==> config.mk <==
export PLATFORM = sky130hd
export DESIGN_NAME = kdop_slab_accumulator
export DESIGN_NICKNAME = d
export VERILOG_FILES = /design/src/rtl/core/kdop_pkg.sv /design/src/rtl/core/kdop_slab_accumulator.sv /design/src/rtl/core/kdop_normal_mem.sv /design/src/rtl/core/kdop_slab_mem.sv /design/src/rtl/core/kdop_dot.sv
export SDC_FILE = /design/constraint.sdc
export NUM_CORES = 2
export LEC_CHECK = 0
export BUFFER_PORTS_ARGS = -buffer_cell sky130_fd_sc_hd__buf_2
export CORE_MARGIN = 2
export CORE_UTILIZATION = 48
export CTS_CLUSTER_SIZE = 30
export DETAILED_ROUTE_END_ITERATION = 8
export GPL_TIMING_DRIVEN = 0
export SLEW_MARGIN = 20
export SYNTH_ARGS = -nofsm -noshare
export SYNTH_HDL_FRONTEND = slang
export SYNTH_SLANG_ARGS = --single-unit
==> constraint.sdc <==
create_clock -name clock -period 13.95 [get_ports clock]
set_input_delay 3.4875 -clock clock [delete_from_list [all_inputs] [get_ports clock]]
set_output_delay 3.4875 -clock clock [all_outputs]
set_load 0.02 [all_outputs]
==> src/rtl/core/kdop_pkg.sv <==
// ----------------------------------------------------------------------------
// kdop_pkg
// Shared constants, command codes and types of the k-DOP slab accumulator.
// ----------------------------------------------------------------------------
`default_nettype none

package kdop_pkg;

   localparam int MAX_AXES = 8;
   localparam int AXIS_W   = $clog2(MAX_AXES);
   localparam int PROJ_W   = 50;
   localparam int PROD_W   = 48;

   localparam logic signed [PROJ_W-1:0] SLAB_EMPTY_LOW  = {1'b0, {(PROJ_W-1){1'b1}}};
   localparam logic signed [PROJ_W-1:0] SLAB_EMPTY_HIGH = {1'b1, {(PROJ_W-1){1'b0}}};

   localparam logic [2:0] CMD_CLEAR        = 3'd0;
   localparam logic [2:0] CMD_WRITE_NORMAL = 3'd1;
   localparam logic [2:0] CMD_ADD_VERTEX   = 3'd2;
   localparam logic [2:0] CMD_MERGE_SLAB   = 3'd3;
   localparam logic [2:0] CMD_TEST_SLAB    = 3'd4;
   localparam logic [2:0] CMD_READ_SLAB    = 3'd5;

   localparam logic REG_ACTIVE_AXES = 1'b0;

   typedef struct packed {
      logic signed [15:0] x;
      logic signed [15:0] y;
      logic signed [15:0] z;
   } normal_type;

   typedef struct packed {
      logic signed [PROJ_W-1:0] low;
      logic signed [PROJ_W-1:0] high;
   } slab_entry_type;

   typedef struct packed {
      logic                   en;
      logic [AXIS_W-1:0]      addr;
      slab_entry_type         entry;
   } slab_wr_type;

   typedef enum logic [1:0] {
      DOT_HOLD,
      DOT_FIRST,
      DOT_SECOND,
      DOT_THIRD
   } dot_phase_type;

endpackage

`default_nettype wire

==> src/rtl/core/kdop_slab_accumulator.sv <==
// ----------------------------------------------------------------------------
// kdop_slab_accumulator
// k-DOP slab accumulator: normal table, per-axis slabs, merge and
// separation test, driven by one sequencer around two synchronous memories.
// ----------------------------------------------------------------------------
// Add vertex steps through ST_ADD0 to ST_ADD3 once per axis, from axis 0 to the
// last active axis: the first three drive the shared dot-product unit, the last
// updates that axis's slab. It then passes ST_EXEC like every other command, and
// the result registers are loaded from ST_EXEC. A new request is taken in the cycle
// its predecessor's result is shown, and none while busy. Results cannot
// be stalled. Reset empties all slabs at once, sets the overlap flag and sets
// active_axes to 8; the normal table is not cleared.
// ----------------------------------------------------------------------------
`default_nettype none

module kdop_slab_accumulator (
   input  wire logic                                clock,
   input  wire logic                                reset,
   input  wire logic                                start,
   output logic                                     busy,
   input  wire logic [2:0]                          req_command,
   input  wire logic [2:0]                          req_axis_index,
   input  wire logic signed [31:0]                  req_vertex_x,
   input  wire logic signed [31:0]                  req_vertex_y,
   input  wire logic signed [31:0]                  req_vertex_z,
   input  wire logic signed [15:0]                  req_normal_x,
   input  wire logic signed [15:0]                  req_normal_y,
   input  wire logic signed [15:0]                  req_normal_z,
   input  wire logic signed [kdop_pkg::PROJ_W-1:0]  req_other_min,
   input  wire logic signed [kdop_pkg::PROJ_W-1:0]  req_other_max,
   input  wire logic                                req_last_item,
   output logic                                     rsp_valid,
   output logic signed [kdop_pkg::PROJ_W-1:0]       rsp_slab_min,
   output logic signed [kdop_pkg::PROJ_W-1:0]       rsp_slab_max,
   output logic                                     rsp_overlap,
   output logic                                     rsp_query_done,
   input  wire logic                                psel,
   input  wire logic                                penable,
   input  wire logic                                pwrite,
   input  wire logic [2:0]                          paddr,
   input  wire logic [31:0]                         pwdata,
   output logic [31:0]                              prdata,
   output logic                                     pready
);
   import kdop_pkg::*;

   typedef enum logic [2:0] {
      ST_IDLE,
      ST_EXEC,
      ST_ADD0,
      ST_ADD1,
      ST_ADD2,
      ST_ADD3
   } state_type;

   state_type                state_ff, state_in;
   logic [3:0]               active_ff;
   logic                     overlap_ff, overlap_in;
   logic [AXIS_W-1:0]        axis_ff;
   logic [AXIS_W-1:0]        req_axis;
   logic                     axis_ok_ff;
   logic [AXIS_W-1:0]        j_ff, j_in;
   logic [AXIS_W-1:0]        last_axis;
   logic [2:0]               cmd_ff;
   logic signed [31:0]       vx_ff, vy_ff, vz_ff;
   normal_type               nrm_ff;
   logic signed [PROJ_W-1:0] omin_ff, omax_ff;
   logic                     last_ff;

   logic                     rsp_valid_ff, rsp_valid_in;
   logic signed [PROJ_W-1:0] rsp_min_ff, rsp_min_in;
   logic signed [PROJ_W-1:0] rsp_max_ff, rsp_max_in;
   logic                     rsp_ov_ff, rsp_ov_in;
   logic                     rsp_done_ff, rsp_done_in;

   logic                     accept;
   logic                     cfg_write;
   logic                     nrm_wr_en;
   logic [AXIS_W-1:0]        nrm_raddr;
   normal_type               nrm_rdata;
   logic                     clear_all;
   slab_wr_type              slab_wr;
   logic [AXIS_W-1:0]        slab_raddr;
   slab_entry_type           slab_rdata;
   slab_entry_type           res_entry;
   dot_phase_type            dot_phase;
   logic signed [PROJ_W-1:0] proj;
   logic                     separate;
   logic                     ov_test;

   assign accept    = start && (state_ff == ST_IDLE);
   assign busy      = (state_ff != ST_IDLE);
   assign cfg_write = psel && penable && pwrite && (paddr[2] == REG_ACTIVE_AXES);
   assign pready    = 1'b1;
   assign prdata    = (paddr[2] == REG_ACTIVE_AXES) ? {28'd0, active_ff} : 32'd0;
   assign req_axis  = AXIS_W'(req_axis_index);

   always_comb begin
      if (active_ff == 4'd0) begin
         last_axis = '0;
      end else if (int'(active_ff) > MAX_AXES) begin
         last_axis = AXIS_W'(MAX_AXES - 1);
      end else begin
         last_axis = AXIS_W'(active_ff - 4'd1);
      end
   end

   kdop_normal_mem u_normal_mem (
      .clock   (clock),
      .wr_en   (nrm_wr_en),
      .wr_addr (axis_ff),
      .wr_data (nrm_ff),
      .rd_addr (nrm_raddr),
      .rd_data (nrm_rdata)
   );

   kdop_slab_mem u_slab_mem (
      .clock     (clock),
      .reset     (reset),
      .clear_all (clear_all),
      .wr        (slab_wr),
      .rd_addr   (slab_raddr),
      .rd_data   (slab_rdata)
   );

   kdop_dot u_dot (
      .clock    (clock),
      .phase    (dot_phase),
      .vertex_x (vx_ff),
      .vertex_y (vy_ff),
      .vertex_z (vz_ff),
      .normal   (nrm_rdata),
      .proj     (proj)
   );

   assign separate = axis_ok_ff && ((omax_ff < slab_rdata.low) || (omin_ff > slab_rdata.high));
   assign ov_test  = overlap_ff && !separate;

   always_comb begin
      state_in      = state_ff;
      j_in          = j_ff;
      overlap_in    = overlap_ff;
      nrm_wr_en     = 1'b0;
      nrm_raddr     = j_ff;
      slab_raddr    = j_ff;
      clear_all     = 1'b0;
      slab_wr.en    = 1'b0;
      slab_wr.addr  = j_ff;
      slab_wr.entry = slab_rdata;
      dot_phase     = DOT_HOLD;
      res_entry     = slab_rdata;
      rsp_valid_in  = 1'b0;
      rsp_min_in    = rsp_min_ff;
      rsp_max_in    = rsp_max_ff;
      rsp_ov_in     = overlap_ff;
      rsp_done_in   = 1'b0;

      unique case (state_ff)
         ST_IDLE: begin
            nrm_raddr  = '0;
            slab_raddr = (req_command == CMD_ADD_VERTEX) ? '0 : req_axis;
            j_in       = '0;
            if (accept) begin
               state_in = (req_command == CMD_ADD_VERTEX) ? ST_ADD0 : ST_EXEC;
            end
         end
         ST_ADD0: begin
            dot_phase = DOT_FIRST;
            state_in  = ST_ADD1;
         end
         ST_ADD1: begin
            dot_phase = DOT_SECOND;
            state_in  = ST_ADD2;
         end
         ST_ADD2: begin
            dot_phase = DOT_THIRD;
            state_in  = ST_ADD3;
         end
         ST_ADD3: begin
            slab_wr.en         = 1'b1;
            slab_wr.addr       = j_ff;
            slab_wr.entry.low  = (proj < slab_rdata.low)  ? proj : slab_rdata.low;
            slab_wr.entry.high = (proj > slab_rdata.high) ? proj : slab_rdata.high;
            if (j_ff == last_axis) begin
               slab_raddr = axis_ff;
               state_in   = ST_EXEC;
            end else begin
               j_in       = j_ff + 1'b1;
               nrm_raddr  = j_ff + 1'b1;
               slab_raddr = j_ff + 1'b1;
               state_in   = ST_ADD0;
            end
         end
         ST_EXEC: begin
            slab_raddr   = axis_ff;
            slab_wr.addr = axis_ff;
            unique case (cmd_ff)
               CMD_CLEAR: begin
                  clear_all      = 1'b1;
                  res_entry.low  = SLAB_EMPTY_LOW;
                  res_entry.high = SLAB_EMPTY_HIGH;
               end
               CMD_WRITE_NORMAL: begin
                  nrm_wr_en = axis_ok_ff;
               end
               CMD_MERGE_SLAB: begin
                  res_entry.low  = (omin_ff < slab_rdata.low)  ? omin_ff : slab_rdata.low;
                  res_entry.high = (omax_ff > slab_rdata.high) ? omax_ff : slab_rdata.high;
                  slab_wr.en     = axis_ok_ff;
                  slab_wr.entry  = res_entry;
               end
               CMD_TEST_SLAB: begin
                  rsp_ov_in   = ov_test;
                  rsp_done_in = last_ff;
                  overlap_in  = last_ff ? 1'b1 : ov_test;
               end
               default: begin
               end
            endcase
            rsp_valid_in = 1'b1;
            rsp_min_in   = axis_ok_ff ? res_entry.low  : '0;
            rsp_max_in   = axis_ok_ff ? res_entry.high : '0;
            state_in     = ST_IDLE;
         end
         default: begin
            state_in = ST_IDLE;
         end
      endcase
   end

   always_ff @(posedge clock) begin
      if (reset) begin
         state_ff     <= ST_IDLE;
         overlap_ff   <= 1'b1;
         active_ff    <= 4'd8;
         rsp_valid_ff <= 1'b0;
      end else begin
         state_ff     <= state_in;
         overlap_ff   <= overlap_in;
         rsp_valid_ff <= rsp_valid_in;
         if (cfg_write) begin
            active_ff <= pwdata[3:0];
         end
      end
   end

   always_ff @(posedge clock) begin
      j_ff        <= j_in;
      rsp_min_ff  <= rsp_min_in;
      rsp_max_ff  <= rsp_max_in;
      rsp_ov_ff   <= rsp_ov_in;
      rsp_done_ff <= rsp_done_in;
      if (accept) begin
         cmd_ff     <= req_command;
         axis_ff    <= req_axis;
         axis_ok_ff <= int'(req_axis_index) < MAX_AXES;
         vx_ff      <= req_vertex_x;
         vy_ff      <= req_vertex_y;
         vz_ff      <= req_vertex_z;
         nrm_ff.x   <= req_normal_x;
         nrm_ff.y   <= req_normal_y;
         nrm_ff.z   <= req_normal_z;
         omin_ff    <= req_other_min;
         omax_ff    <= req_other_max;
         last_ff    <= req_last_item;
      end
   end

   assign rsp_valid      = rsp_valid_ff;
   assign rsp_slab_min   = rsp_min_ff;
   assign rsp_slab_max   = rsp_max_ff;
   assign rsp_overlap    = rsp_ov_ff;
   assign rsp_query_done = rsp_done_ff;

endmodule

`default_nettype wire

==> src/rtl/core/kdop_normal_mem.sv <==
// ----------------------------------------------------------------------------
// kdop_normal_mem
// Normal table: one write port, one registered read port.
// ----------------------------------------------------------------------------
`default_nettype none

module kdop_normal_mem (
   input  wire logic                            clock,
   input  wire logic                            wr_en,
   input  wire logic [kdop_pkg::AXIS_W-1:0]     wr_addr,
   input  wire kdop_pkg::normal_type            wr_data,
   input  wire logic [kdop_pkg::AXIS_W-1:0]     rd_addr,
   output kdop_pkg::normal_type                 rd_data
);
   import kdop_pkg::*;

   normal_type mem [MAX_AXES];
   normal_type rd_data_ff;

   always_ff @(posedge clock) begin
      if (wr_en) begin
         mem[wr_addr] <= wr_data;
      end
      rd_data_ff <= mem[rd_addr];
   end

   assign rd_data = rd_data_ff;

endmodule

`default_nettype wire

==> src/rtl/core/kdop_slab_mem.sv <==
// ----------------------------------------------------------------------------
// kdop_slab_mem
// Slab table with per-entry valid bits that clear every entry at once and
// write-to-read forwarding for same-entry accesses.
// ----------------------------------------------------------------------------
`default_nettype none

module kdop_slab_mem (
   input  wire logic                            clock,
   input  wire logic                            reset,
   input  wire logic                            clear_all,
   input  wire kdop_pkg::slab_wr_type           wr,
   input  wire logic [kdop_pkg::AXIS_W-1:0]     rd_addr,
   output kdop_pkg::slab_entry_type             rd_data
);
   import kdop_pkg::*;

   slab_entry_type      mem [MAX_AXES];
   slab_entry_type      rd_entry_ff;
   slab_entry_type      fwd_entry_ff;
   logic                rd_valid_ff;
   logic                fwd_ff;
   logic [MAX_AXES-1:0] valid_ff;

   always_ff @(posedge clock) begin
      if (wr.en) begin
         mem[wr.addr] <= wr.entry;
      end
      rd_entry_ff  <= mem[rd_addr];
      rd_valid_ff  <= valid_ff[rd_addr];
      fwd_ff       <= wr.en && (wr.addr == rd_addr);
      fwd_entry_ff <= wr.entry;
   end

   always_ff @(posedge clock) begin
      if (reset) begin
         valid_ff <= '0;
      end else if (clear_all) begin
         valid_ff <= '0;
      end else if (wr.en) begin
         valid_ff[wr.addr] <= 1'b1;
      end
   end

   always_comb begin
      if (fwd_ff) begin
         rd_data = fwd_entry_ff;
      end else if (rd_valid_ff) begin
         rd_data = rd_entry_ff;
      end else begin
         rd_data.low  = SLAB_EMPTY_LOW;
         rd_data.high = SLAB_EMPTY_HIGH;
      end
   end

endmodule

`default_nettype wire

==> src/rtl/core/kdop_dot.sv <==
// ----------------------------------------------------------------------------
// kdop_dot
// Shared dot-product unit: one 32x16 multiply per cycle in the first to third
// phases, accumulated over those three phases into a Q20.30 projection.
// ----------------------------------------------------------------------------
`default_nettype none

module kdop_dot (
   input  wire logic                                   clock,
   input  wire kdop_pkg::dot_phase_type                phase,
   input  wire logic signed [31:0]                     vertex_x,
   input  wire logic signed [31:0]                     vertex_y,
   input  wire logic signed [31:0]                     vertex_z,
   input  wire kdop_pkg::normal_type                   normal,
   output logic signed [kdop_pkg::PROJ_W-1:0]          proj
);
   import kdop_pkg::*;

   logic signed [31:0]       mul_a;
   logic signed [15:0]       mul_b;
   logic signed [PROD_W-1:0] prod_in;
   logic signed [PROD_W-1:0] prod_ff;
   logic signed [PROJ_W-1:0] prod_ext;
   logic signed [PROJ_W-1:0] acc_ff;

   always_comb begin
      unique case (phase)
         DOT_SECOND: begin
            mul_a = vertex_y;
            mul_b = normal.y;
         end
         DOT_THIRD: begin
            mul_a = vertex_z;
            mul_b = normal.z;
         end
         default: begin
            mul_a = vertex_x;
            mul_b = normal.x;
         end
      endcase
   end

   assign prod_in  = mul_a * mul_b;
   assign prod_ext = {{(PROJ_W-PROD_W){prod_ff[PROD_W-1]}}, prod_ff};
   assign proj     = acc_ff + prod_ext;

   always_ff @(posedge clock) begin
      unique case (phase)
         DOT_FIRST: begin
            prod_ff <= prod_in;
         end
         DOT_SECOND: begin
            prod_ff <= prod_in;
            acc_ff  <= prod_ext;
         end
         DOT_THIRD: begin
            prod_ff <= prod_in;
            acc_ff  <= acc_ff + prod_ext;
         end
         DOT_HOLD: begin
         end
      endcase
   end

endmodule

`default_nettype wire
======== After elaboration in Yosys (flattened, before gate mapping) ========
Memories as Yosys holds them, arrays and structs flattened. A register that Yosys moved wholly into a read port is not among the register bits.
Cells that the tools add are included.
word-level totals
  bits in registers ....................... 573
  memories ................................ 2
  RAM bits ................................ 1184
  word-level logic and storage cells ...... 119
  output and inout bits ................... 137
memories
  memory            depth  bits a word  read ports  clocked after Yosys merged registers in  wr ports  line                   RTL
  u_slab_mem.mem    8      100          1           1                                        1         kdop_slab_mem.sv:18    slab_entry_type mem [MAX_AXES];
  u_normal_mem.mem  8      48           1           1                                        1         kdop_normal_mem.sv:17  normal_type mem [MAX_AXES];
cells by class
  bitwise operators ....................... 2
  order comparisons ....................... 10
  muxes and demuxes ....................... 42
  add/subtract/negate cells ............... 3
  reductions and logical operators ........ 17
  multipliers ............................. 1
  equal/unequal tests ..................... 15
operators with widths
  operator                                            number
  two-way mux 100 bit                                 3
  one-hot mux 104 bit (2 select lines)                1
  two-way mux 50 bit                                  4
  one-hot mux 100 bit (2 select lines)                1
  > comparator 50 bit                                 3
  < comparator 50 bit                                 3
  one-hot mux 50 bit (2 select lines)                 1
  one-hot mux 32 bit (2 select lines)                 1
  adder 50 x 48 -> 50 bit                             1
  multiplier 32 x 16 -> 48 bit                        1
  one-hot mux 16 bit (2 select lines)                 1
  two-way mux 3 bit                                   6
  two-way mux 1 bit                                   15
  one-hot mux 3 bit (5 select lines)                  1
  == test 3 x 2 -> 1 bit, second input constant       4
  == test 3 bit, second input constant                3
  one-hot mux 3 bit (3 select lines)                  1
  < comparator 3 x 4 -> 1 bit, second input constant  2
  bitwise OR 8 bit                                    1
  logical AND 1 bit                                   7
  == test 3 x 1 -> 1 bit, second input constant       2
  == test 3 bit                                       2
  logical NOT 3 bit                                   2
  one-hot mux 2 bit (3 select lines)                  1
  other kinds (21)                                    23

======== Depth between registers and ports, before layout ========
  depth after elaboration ................. 11
  depth in mapped cells ................... 33

======== By module ========
From an unflattened synthesis, not the netlist that was laid out.
unflattened totals
  cells, all modules ...................... 7130
  area, all modules ....................... 99684.4 µm²
by module, submodules not included
  module                 cells each  times used  sequential area each (µm²)  area an instance (µm²)
  kdop_slab_mem          1569        1           28227.1                     35657.9
  kdop_dot               2895        1           2942.8                      25159.1
  kdop_slab_accumulator  2050        1           10820.4                     23247.3
  kdop_normal_mem        616         1           12492.0                     15620.0

======== Least setup slack after synthesis ========
OpenSTA, ideal clock, no wires.
  path kind ............................... register -> register
  from .................................... register state_ff[1]
  to ...................................... memory u_slab_mem.mem[6][0] (netlist name) (enable)
  slack ................................... 1.684 ns
  required time ........................... 13.267 ns
  stages on the path, launching flop included .. 8
  arrival time ............................ 11.583 ns
  cell sequence ........................... dfxtp_1 > clkbuf_1 > inv_1 > nand2_1 > nor2_1 > clkbuf_1 > a21oi_1 > nor3_1
on the way
  word-level cells in the longest chain between the ends .. 4
RTL lines
  item                                                     line                          RTL
  start, declared                                          kdop_slab_accumulator.sv:56   state_type state_ff, state_in;
  start signal, assigned                                   kdop_slab_accumulator.sv:238  state_ff <= state_in;
  == test 3 x 1 -> 1 bit or == test 3 bit (tied branches)  kdop_slab_accumulator.sv:158  unique case (state_ff)
  one-hot mux 104 bit (2 select lines) (*)                 kdop_slab_accumulator.sv:158
  two-way mux 1 bit                                        kdop_slab_mem.sv:26           if (wr.en) begin
  two-way mux 1 bit (implied by the code)                  kdop_slab_mem.sv:27           mem[wr.addr] <= wr.entry;
  end, declared                                            kdop_slab_mem.sv:18
Mark *: on every way between the ends. The rest lies on a longest branch, timed or not.

======== Final worst setup path ========
  from .................................... register state_ff[1]
  to ...................................... register u_dot.prod_ff[46], data pin
on the way
  word-level cells in the longest chain between the ends .. 5
RTL lines
  item                                                                                        line                          RTL
  == test 3 bit or == test 3 x 2 -> 1 bit (tied branches)                                     kdop_slab_accumulator.sv:158
  one-hot mux 2 bit (3 select lines) (*)                                                      kdop_slab_accumulator.sv:158
  == test 2 bit                                                                               kdop_dot.sv:27                unique case (phase)
  one-hot mux 32 bit (2 select lines) or one-hot mux 16 bit (2 select lines) (tied branches)  kdop_dot.sv:27
  multiplier 32 x 16 -> 48 bit (*)                                                            kdop_dot.sv:43                assign prod_in = mul_a * mul_b;
  via u_dot.prod_in[46]                                                                       kdop_dot.sv:21                logic signed [PROD_W-1:0] prod_in;
  end signal, assigned                                                                        kdop_dot.sv:50                prod_ff <= prod_in;
  end signal, assigned                                                                        kdop_dot.sv:53                prod_ff <= prod_in;
  end signal, assigned                                                                        kdop_dot.sv:57                prod_ff <= prod_in;
  end, declared                                                                               kdop_dot.sv:22                logic signed [PROD_W-1:0] prod_ff;
Mark *: on every way through the listed nets, which the timed path passes. The rest lies on a longest branch.
A chain may end at the register's enable or synchronous reset.

==> results_dict.tcl <==
set metrics [dict create \
    port_buffers 368 \
    start_util 0.482 \
    cts_hold_buf 0 \
    power_density_mw_per_mm2 197 \
    synthTopCellsByCount "nand2_1 (1,793), edfxtp_1 (1,633), inv_1 (656)" \
    root_buffer "clkbuf_16" \
    hold_path_class "reg2reg" \
    async_flop_share 0 \
    tightest_slew_ns 1.39 \
    clock.fmax_mhz 93.1 \
    clk_latency_ns 0.88 \
    combPwrFrac 0.439 \
    clkTransAtPathRegs_ns 0.06 \
    layout.nets 10703 \
    rsz0062_at_grt "no" \
    post_drt_wl_per_cell_um 28.3 \
    max_slew_margin 0.0713 \
    postCtsSetupRepairBufs 0 \
    drive_gt1_frac 0.114 \
    p_sw_mw 8.61 \
    area_growth_pct 14.8 \
    endpoint_kind "flip-flop" \
    fp.coreArea_mm2 0.207 \
    drv_slew 0 \
    netlist_instances 8728 \
    die_h_um 460 \
    crit_required_ns 14.58 \
    htreeDepth 4 \
    cpMostUsedCell "fa_1" \
    drc 0 \
    clkPwrFrac 0.244 \
    gp_congestion 1.02 \
    peakVddDrop_uv 256 \
    cpMaxStageDelayCell "nor3_1" \
    cp-start-kind "flip-flop" \
    rows 167 \
    dr.pass1.iters 8 \
    cts_resized 0 \
    critical_path_arrival_ns 11.37 \
    finalHoldViolations 0 \
    dpl_cell_area_mm2 0.107 \
    synth_top_cell_area_share 0.492 \
    critical_path.max_stage_delay_ns 0.85 \
    vias 73841 \
    drt-total-wl_mm 349 \
    max_cap_viol_count 0 \
    cts_tree "done" \
    finClkSkew_ns 0.0817 \
    grt_max_degree 60 \
    min_period_ns 10.75 \
    switching_share 0.383 \
    grtUsageTotal 0.326 \
    outcome "completed" \
    synth_area_leaders "edfxtp_1 (49%), fa_1 (9.8%), nand2_1 (6.8%)" \
    post_drt_via_cell_ratio 5.98 \
    synth_area_per_cell_um2 11.4 \
    antenna_found_initial 24 \
    yosysMostFrequentCell "nand2_1" \
    crit_fanout 10 \
    p_total_mw 22.5 \
    fin_setup_tns_ns 0 \
    finalSetupViolCount 0 \
    p_int_mw 13.9 \
    holdWs_ns 0.469 \
    p_leak_nw 45.6 \
    stdcell_area_mm2 0.114 \
    cts_sinks 1905 \
    power_frac_seq 0.317 \
    synth_top_flop_cell "edfxtp_1" \
    fin_crit_sh 0.770 \
    synth_area_leader_cell "edfxtp_1" \
    dpl.hpwl_mm 266 \
    cts_buffers 194 \
    grt_pass1_vias 72413 \
    antenna_left 0 \
    io_pins 429 \
    mappedNetlistArea_mm2 0.0996 \
    synth_enable_flop_cells 1633 \
    grt_pass1_wl_mm 498 \
    yosysSeqAreaShare 0.547 \
    die_x_um 460 \
    clk_path_buf_depth 3 \
    dr.first_iter.drc_count 8954 \
    dieArea_mm2 0.211 \
    synth_seq_cells 1905 \
    synth_cell_types 87 \
    instances_no_fill 12342 \
    dp.cells 11958 \
    path_class "reg2reg" \
    overflow 0 \
    ys_warn_count 0 \
]
-- worst max-delay path, delay by kind of cell, from the launching register on --
kind	cells	cell delay [ns]
simple gates	4	1.58
buf+inv	9	2.82
compound gates	9	2.35
flops	1	0.30
fa+ha+maj	7	3.44
-- layout make-up --
cell class | count | area, um^2
inverters | 656 | 2460
well taps | 2704 | 3380
clock inverters | 99 | 1380
plain buffers | 512 | 2190
clock buffers | 267 | 5470
fillers | 17348 | 92300
diodes | 6 | 15.0
repair buffers | 511 | 3840
flip-flops and latches | 1905 | 54500
multi-input cells | 5682 | 41100
-- cells by family after synthesis --
| kind of cell | Yosys count | synth area share |
|---|---|---|
| and+or+nand+nor | 2926 | 0.124 |
| DFF | 1905 | 0.547 |
| AOI/OAI and AO/OA | 1630 | 0.113 |
| buffers and inverters | 1168 | 0.0465 |
| adders and majority gates | 949 | 0.156 |
| xor gates and xnor gates | 101 | 0.00888 |
| muxes | 47 | 0.00490 |
| other | 2 | 0.0000754 |
-- flip-flops by register name, indices dropped and copies added, names as in the netlist, 3 cells and up --
| register | cells |
|---|---|
| vy_ff | 32 |
| rsp_slab_min | 50 |
| rsp_slab_max | 50 |
| j_ff | 3 |
| cmd_ff | 3 |
| omax_ff | 50 |
| u_normal_mem.rd_data | 48 |
| u_slab_mem.rd_entry_ff | 100 |
| state_ff | 3 |
| u_dot.acc_ff | 50 |
| u_slab_mem.valid_ff | 8 |
| nrm_ff | 48 |
| vx_ff | 32 |
| u_dot.prod_ff | 48 |
| omin_ff | 50 |
| vz_ff | 32 |
| u_slab_mem.fwd_entry_ff | 100 |
| u_slab_mem.mem | 800 |
| axis_ff | 3 |
| active_ff | 4 |
| u_normal_mem.mem | 384 |
-- layer usage --
metal	track usage	wire length [um]
met1	0.418	134000
met2	0.521	161000
met3	0.0576	29200
met4	0.194	24400
met5	0.00253	112
-- final timing paths --
| check | to | start | depth (start not counted) | slack, ns |
|---|---|---|---|---|
| setup / recovery | u_dot.prod_ff[46] | state_ff[1] | 29 | 3.20 |
| hold / removal | u_slab_mem.valid_ff[0] | u_slab_mem.valid_ff[0] | 1 | 0.47 |
| setup reg to reg | u_dot.prod_ff[46] | state_ff[1] | 29 | 3.20 |
| hold reg to reg | u_slab_mem.valid_ff[0] | u_slab_mem.valid_ff[0] | 1 | 0.47 |
-- metrics by stage --
step                 util  worst slack, ns
floorplan               -             1.68
global placement    0.508            -7.64
detailed placement  0.520             3.30
CTS                 0.553             3.19
global route        0.553             2.57
finish              0.553             3.20
-- power groups by stage --
| stage | clock network [mW] | logic [mW] | registers [mW] |
|---|---|---|---|
| global placement | 0 | 9.38 | 7.28 |
| CTS | 5.54 | 9.76 | 7.14 |
| global route | 5.77 | 11.0 | 7.15 |
| floorplan | 0 | 6.67 | 7.19 |
| detailed placement | 0 | 9.70 | 7.26 |
| finish | 5.49 | 9.87 | 7.14 |
-- layout by cell type, fill, tap and decap left out, types with 117 or more instances in the layout --
| master | n |
|---|---|
| o211ai_1 | 119 |
| edfxtp_1 | 1633 |
| clkbuf_16 | 200 |
| nand3_1 | 355 |
| a21o_1 | 155 |
| dfxtp_1 | 272 |
| nand2_1 | 1792 |
| ha_1 | 462 |
| a211oi_1 | 119 |
| clkbuf_1 | 387 |
| o21ai_0 | 237 |
| and3_1 | 117 |
| nor2_1 | 398 |
| fa_1 | 487 |
| inv_1 | 656 |
| a21oi_1 | 298 |
| buf_2 | 477 |
(Power assumes the default switching activity.)
